--- config.mk ---
export PLATFORM = sky130hd
export DESIGN_NAME = byte_register_machine_execute
export DESIGN_NICKNAME = d
export VERILOG_FILES = /design/src/design/brm_pkg.sv /design/src/design/brm_ram.sv /design/src/design/brm_front.sv /design/src/design/brm_back.sv /design/src/design/byte_register_machine_execute.sv
export VERILOG_INCLUDE_DIRS = /design/src /design/src/design
export SDC_FILE = /design/constraint.sdc
export NUM_CORES = 2
export LEC_CHECK = 0
export BUFFER_PORTS_ARGS = -buffer_cell sky130_fd_sc_hd__buf_4
export CORE_UTILIZATION = 45
export CTS_CLUSTER_DIAMETER = 80
export DETAILED_ROUTE_END_ITERATION = 8
export GPL_ROUTABILITY_DRIVEN = 0
export PLACE_DENSITY = 0.71
export SYNTH_ARGS = -nofsm -noshare
export SYNTH_HDL_FRONTEND = slang
export SYNTH_HIERARCHICAL = 1
export SYNTH_SLANG_ARGS = --single-unit
--- constraint.sdc ---
create_clock -name clk -period 10.9 [get_ports clk]
set_input_delay 2.18 -clock clk [delete_from_list [all_inputs] [get_ports clk]]
set_output_delay 2.18 -clock clk [all_outputs]
set_load 0.02 [all_outputs]
--- src/design/byte_register_machine_execute_macros.svh ---
// Assertion macros shared by the execute unit's modules.
`ifndef BYTE_REGISTER_MACHINE_EXECUTE_MACROS_SVH
`define BYTE_REGISTER_MACHINE_EXECUTE_MACROS_SVH
`ifndef ASSERT_OFF
`define BRM_ASSERT(label, clk, rst_n, prop, msg) \
  label: assert property (@(posedge clk) disable iff (!rst_n) (prop)) else $error(msg);
`define BRM_ASSERT_RST(label, clk, prop, msg) \
  label: assert property (@(posedge clk) (prop)) else $error(msg);
`else
`define BRM_ASSERT(label, clk, rst_n, prop, msg)
`define BRM_ASSERT_RST(label, clk, prop, msg)
`endif
`endif

--- src/design/brm_pkg.sv ---
// Shared types, command codes and parameter defaults of the byte register machine.
package brm_pkg;
  localparam int RegCountDef     = 8;
  localparam int RamDepthDef     = 256;
  localparam int ProgramDepthDef = 256;
  localparam int QueueDepth      = 2;

  localparam logic [3:0] CMD_ADD    = 4'd0;
  localparam logic [3:0] CMD_SUB    = 4'd1;
  localparam logic [3:0] CMD_AND    = 4'd2;
  localparam logic [3:0] CMD_OR     = 4'd3;
  localparam logic [3:0] CMD_INV    = 4'd4;
  localparam logic [3:0] CMD_SHL    = 4'd5;
  localparam logic [3:0] CMD_SHR    = 4'd6;
  localparam logic [3:0] CMD_STORE  = 4'd7;
  localparam logic [3:0] CMD_LOAD   = 4'd8;
  localparam logic [3:0] CMD_JUMP   = 4'd9;
  localparam logic [3:0] CMD_SKPCLR = 4'd10;
  localparam logic [3:0] CMD_SKPSET = 4'd11;
  localparam logic [3:0] CMD_SKPEQ  = 4'd12;

  localparam logic [1:0] KIND_REG = 2'd0;
  localparam logic [1:0] KIND_IMM = 2'd1;

  // One classified instruction as it travels through the queue.
  typedef struct packed {
    logic [3:0] command;
    logic [3:0] dest_reg;
    logic [3:0] source_reg;
    logic [1:0] source_kind;
    logic [7:0] immediate;
    logic [7:0] mem_address;
    logic [7:0] jump_target;
    logic       label_found;
    logic       writes_reg;
    logic       is_store;
    logic       is_mem_load;
  } brm_op_t;

  typedef struct packed {
    logic [8:0]       next_index;
    logic signed [7:0] dest_value;
    logic             skipped;
    logic             done_res;
    logic             error_code;
  } brm_res_t;
endpackage

--- src/design/brm_ram.sv ---
// Generic single-port-write, single-port-read RAM with a registered read.
module brm_ram #(
  parameter int Width = 8,
  parameter int Depth = 256
) (
  input  logic                     clk,
  input  logic                     wr_en,
  input  logic [$clog2(Depth)-1:0] wr_addr,
  input  logic [Width-1:0]         wr_data,
  input  logic [$clog2(Depth)-1:0] rd_addr,
  output logic [Width-1:0]         rd_data
);
  logic [Width-1:0] mem [Depth];
  always_ff @(posedge clk) begin
    if (wr_en) mem[wr_addr] <= wr_data;
    rd_data <= mem[rd_addr];
  end
endmodule

--- src/design/brm_front.sv ---
// Front end: accepts instructions, classifies them and queues them for the back end.
module brm_front #(
  parameter int RegCount = brm_pkg::RegCountDef,
  parameter int RamDepth = brm_pkg::RamDepthDef
) (
  input  logic             clk,
  input  logic             rst_n,
  input  logic             in_valid,
  output logic             in_stall,
  input  logic [3:0]       in_command,
  input  logic [2:0]       in_dest_reg,
  input  logic [2:0]       in_source_reg,
  input  logic [1:0]       in_source_kind,
  input  logic [7:0]       in_immediate,
  input  logic [7:0]       in_mem_address,
  input  logic [7:0]       in_jump_target,
  input  logic             in_label_found,
  output logic             q_valid,
  output brm_pkg::brm_op_t q_op,
  input  logic             q_pop
);
  import brm_pkg::*;
  `include "byte_register_machine_execute_macros.svh"

  localparam int AddrW = $clog2(RamDepth);
  localparam int PtrW = $clog2(QueueDepth);

  brm_op_t            slot_r [QueueDepth];
  logic [PtrW-1:0]    wr_ptr_r, wr_ptr_nxt, rd_ptr_r, rd_ptr_nxt;
  logic [PtrW:0]      count_r, count_nxt;
  brm_op_t            op_new;
  logic               push;

  // Four subtractions wrap any register number below eight when RegCount >= 2.
  function automatic logic [3:0] wrap_reg(input logic [2:0] r);
    logic [4:0] w;
    w = {2'b00, r};
    for (int i = 0; i < 4; i++) begin
      if (w >= 5'(RegCount)) w = w - 5'(RegCount);
    end
    return w[3:0];
  endfunction

  always_comb begin
    op_new             = '0;
    op_new.command     = in_command;
    op_new.dest_reg    = wrap_reg(in_dest_reg);
    op_new.source_reg  = wrap_reg(in_source_reg);
    op_new.source_kind = in_source_kind;
    op_new.immediate   = in_immediate;
    op_new.mem_address = 8'(in_mem_address[AddrW-1:0]);
    op_new.jump_target = in_jump_target;
    op_new.label_found = in_label_found;
    op_new.writes_reg  = (in_command <= CMD_SHR) || (in_command == CMD_LOAD);
    op_new.is_store    = (in_command == CMD_STORE);
    op_new.is_mem_load = (in_command == CMD_LOAD) && in_source_kind[1];
  end

  assign in_stall = (count_r == (PtrW+1)'(QueueDepth));
  assign push     = in_valid && !in_stall;
  assign q_valid  = (count_r != '0);
  assign q_op     = slot_r[rd_ptr_r];

  always_comb begin
    wr_ptr_nxt = push  ? PtrW'(wr_ptr_r + 1'b1) : wr_ptr_r;
    rd_ptr_nxt = q_pop ? PtrW'(rd_ptr_r + 1'b1) : rd_ptr_r;
    count_nxt  = count_r + (PtrW+1)'(push) - (PtrW+1)'(q_pop);
  end

  always_ff @(posedge clk) begin
    if (!rst_n) begin
      wr_ptr_r <= '0;
      rd_ptr_r <= '0;
      count_r  <= '0;
    end else begin
      wr_ptr_r <= wr_ptr_nxt;
      rd_ptr_r <= rd_ptr_nxt;
      count_r  <= count_nxt;
    end
    if (push) slot_r[wr_ptr_r] <= op_new;
  end

  `BRM_ASSERT(a_no_pop_empty, clk, rst_n, q_pop |-> q_valid, "pop from empty queue")
  `BRM_ASSERT(a_count_bound, clk, rst_n, count_r <= (PtrW+1)'(QueueDepth), "queue overfull")
  `BRM_ASSERT(a_count_step, clk, rst_n,
    (push && !q_pop) |=> (count_r == $past(count_r) + 1'b1), "queue count slip")
endmodule

--- src/design/brm_back.sv ---
// Back end: executes queued instructions against the register file and data memory.
module brm_back #(
  parameter int RegCount     = brm_pkg::RegCountDef,
  parameter int RamDepth     = brm_pkg::RamDepthDef
) (
  input  logic             clk,
  input  logic             rst_n,
  input  logic             q_valid,
  input  brm_pkg::brm_op_t q_op,
  output logic             q_pop,
  input  logic [8:0]       program_length,
  output logic             out_valid,
  input  logic             out_stall,
  output brm_pkg::brm_res_t res
);
  import brm_pkg::*;
  `include "byte_register_machine_execute_macros.svh"

  localparam int RegW  = (RegCount > 1) ? $clog2(RegCount) : 1;
  localparam int AddrW = $clog2(RamDepth);

  // Stage 1 holds the instruction while its memory byte is read; stage 2 is the
  // output register.
  logic              s1_valid_r;
  brm_op_t           s1_op_r;
  logic [7:0]        regs_r [RegCount];
  logic [RamDepth-1:0] mvalid_r;
  logic [8:0]        index_r, index_nxt;
  logic              halted_r, halted_nxt;
  logic              out_valid_r;
  brm_res_t          res_r, res_nxt;
  logic              s1_adv, out_free;
  logic [7:0]        ram_q, mem_byte, a, b, val, st_data;
  logic              reg_we, st_we, skip, err, done;
  logic [9:0]        next_w;
  logic [RegW-1:0]   d_i, s_i;
  logic [AddrW-1:0]  s1_addr, q_addr, rd_addr;
  logic              fwd_hit_r;
  logic [7:0]        fwd_data_r;

  assign out_free  = !out_valid_r || !out_stall;
  assign s1_adv    = s1_valid_r && out_free;
  assign q_pop     = q_valid && (!s1_valid_r || s1_adv);
  assign d_i       = s1_op_r.dest_reg[RegW-1:0];
  assign s_i       = s1_op_r.source_reg[RegW-1:0];
  assign s1_addr   = s1_op_r.mem_address[AddrW-1:0];
  assign q_addr    = q_op.mem_address[AddrW-1:0];
  // While stage 1 holds, keep reading its own byte so the read data stays valid.
  assign rd_addr   = q_pop ? q_addr : s1_addr;

  assign st_we   = s1_adv && !halted_r && s1_op_r.is_store && !s1_op_r.source_kind[1];
  assign st_data = (s1_op_r.source_kind == KIND_IMM) ? s1_op_r.immediate : b;

  brm_ram #(.Width(8), .Depth(RamDepth)) u_ram (
    .clk(clk), .wr_en(st_we), .wr_addr(s1_addr), .wr_data(st_data),
    .rd_addr(rd_addr), .rd_data(ram_q)
  );

  // Read data is forwarded when the preceding instruction stored to the same byte.
  always_comb begin
    if (fwd_hit_r) mem_byte = fwd_data_r;
    else if (!mvalid_r[s1_addr]) mem_byte = 8'd0;
    else mem_byte = ram_q;
  end

  always_comb begin
    a     = regs_r[d_i];
    b     = regs_r[s_i];
    val   = a;
    skip  = 1'b0;
    err   = 1'b0;
    reg_we = 1'b0;
    next_w = {1'b0, index_r} + 10'd1;
    case (s1_op_r.command)
      CMD_ADD: val = a + b;
      CMD_SUB: val = a - b;
      CMD_AND: val = a & b;
      CMD_OR:  val = a | b;
      CMD_INV: val = ~a;
      CMD_SHL: val = (b >= 8'd8) ? 8'd0 : 8'(a << b[2:0]);
      CMD_SHR: val = (b >= 8'd8) ? {8{a[7]}} : 8'($signed(a) >>> b[2:0]);
      CMD_STORE: val = (s1_op_r.source_kind[1]) ? mem_byte : st_data;
      CMD_LOAD: begin
        if (s1_op_r.source_kind == KIND_REG) val = b;
        else if (s1_op_r.source_kind == KIND_IMM) val = s1_op_r.immediate;
        else val = mem_byte;
      end
      CMD_JUMP: begin
        if (s1_op_r.label_found) next_w = {2'b00, s1_op_r.jump_target};
        else begin
          err    = 1'b1;
          next_w = {1'b0, index_r};
        end
      end
      CMD_SKPCLR: skip = !a[(b >= 8'd8) ? 3'd7 : b[2:0]];
      CMD_SKPSET: skip = a[(b >= 8'd8) ? 3'd7 : b[2:0]];
      CMD_SKPEQ:  skip = (a == b);
      default: ;
    endcase
    reg_we = s1_op_r.writes_reg;
    if (skip) next_w = {1'b0, index_r} + 10'd2;
    if (next_w > 10'd511) next_w = 10'd511;
    done = err || ({1'b0, next_w[8:0]} >= {1'b0, program_length});

    if (halted_r) begin
      res_nxt.next_index = index_r;
      res_nxt.dest_value = $signed(a);
      res_nxt.skipped    = 1'b0;
      res_nxt.done_res   = 1'b1;
      res_nxt.error_code = 1'b0;
      index_nxt          = index_r;
      halted_nxt         = 1'b1;
    end else begin
      res_nxt.next_index = next_w[8:0];
      res_nxt.dest_value = $signed(val);
      res_nxt.skipped    = skip;
      res_nxt.done_res   = done;
      res_nxt.error_code = err;
      index_nxt          = next_w[8:0];
      halted_nxt         = done;
    end
  end

  always_ff @(posedge clk) begin
    if (!rst_n) begin
      s1_valid_r  <= 1'b0;
      out_valid_r <= 1'b0;
      index_r     <= '0;
      halted_r    <= 1'b0;
      mvalid_r    <= '0;
      fwd_hit_r   <= 1'b0;
      for (int i = 0; i < RegCount; i++) regs_r[i] <= '0;
    end else begin
      if (q_pop) s1_valid_r <= 1'b1;
      else if (s1_adv) s1_valid_r <= 1'b0;
      if (s1_adv) out_valid_r <= 1'b1;
      else if (!out_stall) out_valid_r <= 1'b0;
      if (s1_adv) begin
        index_r  <= index_nxt;
        halted_r <= halted_nxt;
        if (!halted_r && reg_we) regs_r[d_i] <= val;
      end
      if (st_we) mvalid_r[s1_addr] <= 1'b1;
      if (q_pop) fwd_hit_r <= st_we && (s1_addr == q_addr);
    end
    if (q_pop) begin
      s1_op_r    <= q_op;
      fwd_data_r <= st_data;
    end
    if (s1_adv) res_r <= res_nxt;
  end

  assign out_valid = out_valid_r;
  assign res       = res_r;

  `BRM_ASSERT(a_halt_sticky, clk, rst_n, halted_r |=> halted_r, "halt state left")
  `BRM_ASSERT(a_halt_done, clk, rst_n,
    (s1_adv && halted_r) |=> res_r.done_res, "halted result without done")
  `BRM_ASSERT(a_err_done, clk, rst_n,
    (out_valid_r && res_r.error_code) |-> res_r.done_res, "error without done")
endmodule

--- src/design/byte_register_machine_execute.sv ---
// Top level of the byte register machine execute unit.
// The execute unit takes one decoded instruction per transaction and returns one
// result transaction per instruction: next index, value now in the destination
// (or the stored memory byte), skip flag, done flag and error code. A front end
// queues up to two instructions; the back end reads the data memory in stage 1
// and updates registers, memory and the index as the instruction moves to the
// output register, so while the result side does not stall, one instruction
// completes every clock. A store followed directly by a load from the same address
// is forwarded. The data memory reads as zero until written, tracked by one valid
// bit per byte, so no clearing pass runs after reset. Once done or in error, the
// unit stays halted until reset; program_length may be written only when idle.
module byte_register_machine_execute #(
  parameter int RegCount     = brm_pkg::RegCountDef,
  parameter int RamDepth     = brm_pkg::RamDepthDef
) (
  input  logic        clk,
  input  logic        rst_n,
  input  logic        in_valid,
  output logic        in_stall,
  input  logic [3:0]  in_command,
  input  logic [2:0]  in_dest_reg,
  input  logic [2:0]  in_source_reg,
  input  logic [1:0]  in_source_kind,
  input  logic [7:0]  in_immediate,
  input  logic [7:0]  in_mem_address,
  input  logic [7:0]  in_jump_target,
  input  logic        in_label_found,
  output logic        out_valid,
  input  logic        out_stall,
  output logic [8:0]  out_next_index,
  output logic signed [7:0] out_dest_value,
  output logic        out_skipped,
  output logic        out_done_res,
  output logic        out_error_code,
  input  logic        cfg_valid,
  output logic        cfg_ready,
  input  logic [8:0]  cfg_program_length
);
  import brm_pkg::*;

  logic       q_valid, q_pop;
  brm_op_t    q_op;
  brm_res_t   res;
  logic [8:0] program_length_r;

  // The length register is always ready to take a write.
  assign cfg_ready = 1'b1;
  always_ff @(posedge clk) begin
    if (!rst_n) program_length_r <= 9'd256;
    else if (cfg_valid) program_length_r <= cfg_program_length;
  end

  brm_front #(.RegCount(RegCount), .RamDepth(RamDepth)) u_front (
    .clk(clk), .rst_n(rst_n), .in_valid(in_valid), .in_stall(in_stall),
    .in_command(in_command), .in_dest_reg(in_dest_reg),
    .in_source_reg(in_source_reg), .in_source_kind(in_source_kind),
    .in_immediate(in_immediate), .in_mem_address(in_mem_address),
    .in_jump_target(in_jump_target), .in_label_found(in_label_found),
    .q_valid(q_valid), .q_op(q_op), .q_pop(q_pop)
  );

  brm_back #(.RegCount(RegCount), .RamDepth(RamDepth)) u_back (
    .clk(clk), .rst_n(rst_n), .q_valid(q_valid), .q_op(q_op), .q_pop(q_pop),
    .program_length(program_length_r), .out_valid(out_valid),
    .out_stall(out_stall), .res(res)
  );

  assign out_next_index = res.next_index;
  assign out_dest_value = res.dest_value;
  assign out_skipped    = res.skipped;
  assign out_done_res   = res.done_res;
  assign out_error_code = res.error_code;
endmodule

==> impl_metrics.ini <==
[worst_setup_path]
critical_path.max_fanout = 29
r2r-end = u_back/res[1]
worst-r2r-cell-count = 17
critPathRequiredTime_ns = 11.41
timing.critical_path.arrival_ns = 7.09
crit_path_start_kind = input pin
worst-setup-path-type = in2reg
kind_of_capture_point_of_the_worst_setup_path = flip-flop
reg2reg_slack_ns = 4.39

[sta]
finalCritPeriodShare_pct = 60.4
endpoints_failing_setup = 0
holdWs_ns = 0.467
worst_relative_slew_slack_pct = -7.34
timing.final.hold_violations = 0
timing_worst_slew_pin_value_ns = 1.61
timing.final.ws_setup_ns = 4.32
finalCriticalPeriod_ns = 6.58
fin_tns_setup_ns = 0
rsz_0062_raised_after_global_routing = false
skew_ns = 0.0559
timing.fmax_mhz = 152
slew_viol_final = 92

[cts]
clock_insertion_delay_worst_skew_ns = 0.90
holdBufCountCts = 0
post_cts_buffers = 0
cts_root_buf = sky130_fd_sc_hd__clkbuf_16
postCtsResizedCells = 0
cts_inserted_buffers = 233
cts_tree = yes
clock_tree.buffer_depth = 3
cts_max_level = 4
clk_pin_slew_worst_paths_ns = 0.06
clock-sinks = 2554

[power_and_ir_drop]
leakagePower_nw = 36.1
report.power.total_mw = 35.4
vdd_drop_max_v = 0.000442
power.density_cell_area_nw_per_um2 = 310

[synthesis]
synth.net_count = 5957
synth.avg_cell_area_sq_um = 17.6
post_synth_inst_count = 5867
syn_area_sq_um = 103000
yosysWarningCount = 6

[routing]
total_wirelength_microns = 256000
wl_met1_microns = 100000
post_dr_vias_cell = 6.16
top_signal_layer_used = met5
via_count = 56200
wl_per_cell_microns = 28.0
drt-initial-drc-count = 7326
route.met3.wl_microns = 27200
drt_first_pass_iters = 8
route.detailed.drc = 0
wl_met2_microns = 120000
postRouteAntennaNets = 0

[layout]
layout.cells.most_common_list = sky130_fd_sc_hd__edfxtp_1 (2,257), sky130_fd_sc_hd__mux4_2 (555), sky130_fd_sc_hd__nor2_1 (444)
layout_commonest_cell = sky130_fd_sc_hd__edfxtp_1
final_cells = 9125
final_layout_size_suffix_gt1_share_pct = 20.0
layout-area-overhead-vs-synth_pct = 11.0
final_nets = 5994

[worst_hold_path]
worst_hold_path.num_cells = 1
timing.hold.worst.class = reg2reg
worstHoldEndpoint = u_back/mvalid_r[55]
min-delay-start = u_back/mvalid_r[55]

[outcome]
failed_checks = slew limit
outcome = finished with violations

[grt]
grt_antenna_before_repair = 9
globalRouteTotalUtil_pct = 22.0
vias_in_the_first_global_route = 55300
grt_start_max_net_pins = 219
globalRouteOverflowTotal = 0
grt_first_pass_wirelength_microns = 375000

[placement]
port_buffers = 72
pre_cts_slack_ns = 3.69
place_inst = 8678
place_hpwl_microns = 155000

[floorplanning]
row_count = 175
die_area_sq_um = 231000
initial_cell_density_of_the_core_pct = 45.3
area_of_the_core_region_sq_um = 227000
floorplan.io_pins = 74
chipWidth_microns = 481
die_height_microns = 481

[flow_run]
max_cap_violations = 0
## final cells by class
type                       count  area, sq um
timing repair buffer         181         1510
inverter                      50          188
multi-input combinational   2884        27300
fill                       17900       113000
tap                         3009         3760
sequential                  2554        73700
clock buffer                 281         6110
clock inverter               163         1790
antenna                        3         7.51
## flip-flops by register name, indices dropped and copies added, names as in the netlist, 2 cells and up, named ones only
register,count
u_back/regs_r,64
u_back/s1_op_r,27
u_back/mvalid_r,256
u_back/d_i,3
u_back/u_ram/rd_data,8
u_back/u_ram/mem,2048
program_length_r,9
u_back/s1_addr,8
u_front/count_r,2
u_back/res,20
u_back/fwd_data_r,8
u_back/index_r,9
u_front/slot_r,78
## power by group
part | internal, mW | total [mW] | switching [mW]
logic | 4.45 | 13.6 | 9.11
clock network | 4.74 | 8.37 | 3.64
registers | 13.2 | 13.5 | 0.307
total | 22.4 | 35.4 | 13.1
## worst max path at each step
stage | startpoint | end | slack (ns) | cells after the start
final | out_stall | u_back/u_ram/mem[219][7] | 4.32 | 10
after global routing | flip-flop | u_back/res[1] | 4.10 | 19
after CTS | flip-flop | u_back/res[1] | 4.47 | 17
after detailed placement | out_stall | u_back/u_ram/mem[219][3] | 3.69 | 10
after global placement | out_stall | u_back/u_ram/mem[91][0] | 3.71 | 10
after floorplan | flip-flop | u_back/fwd_data_r[3] | 1.04 | 6
## routing by layer
layer	global-route usage, %	up-vias
met2	34.2	3084
met3	5.13	466
li1	-	23500
met4	7.29	14
met1	30.5	29200
met5	0.166	-
## critical path: stages
cell	delay, ns
sky130_fd_sc_hd__buf_4	0.12
sky130_fd_sc_hd__a21boi_2	0.14
sky130_fd_sc_hd__buf_4	0.33
sky130_fd_sc_hd__nor2b_1	0.68
sky130_fd_sc_hd__nand3b_1	0.67
sky130_fd_sc_hd__inv_1	0.30
sky130_fd_sc_hd__buf_4	0.38
sky130_fd_sc_hd__nand4_1	1.02
sky130_fd_sc_hd__buf_4	0.60
sky130_fd_sc_hd__nor2_1	0.59
## stage by stage
step | instance area (sq um) | utilization, %
2_1_floorplan | 103000 | -
3_3_place_gp | 106000 | 46.8
3_5_place_dp | 106000 | 46.8
4_1_cts | 114000 | 50.3
5_1_grt | 114000 | 50.3
6_report | 114000 | 50.3
Power figures use the tool's default switching activity.
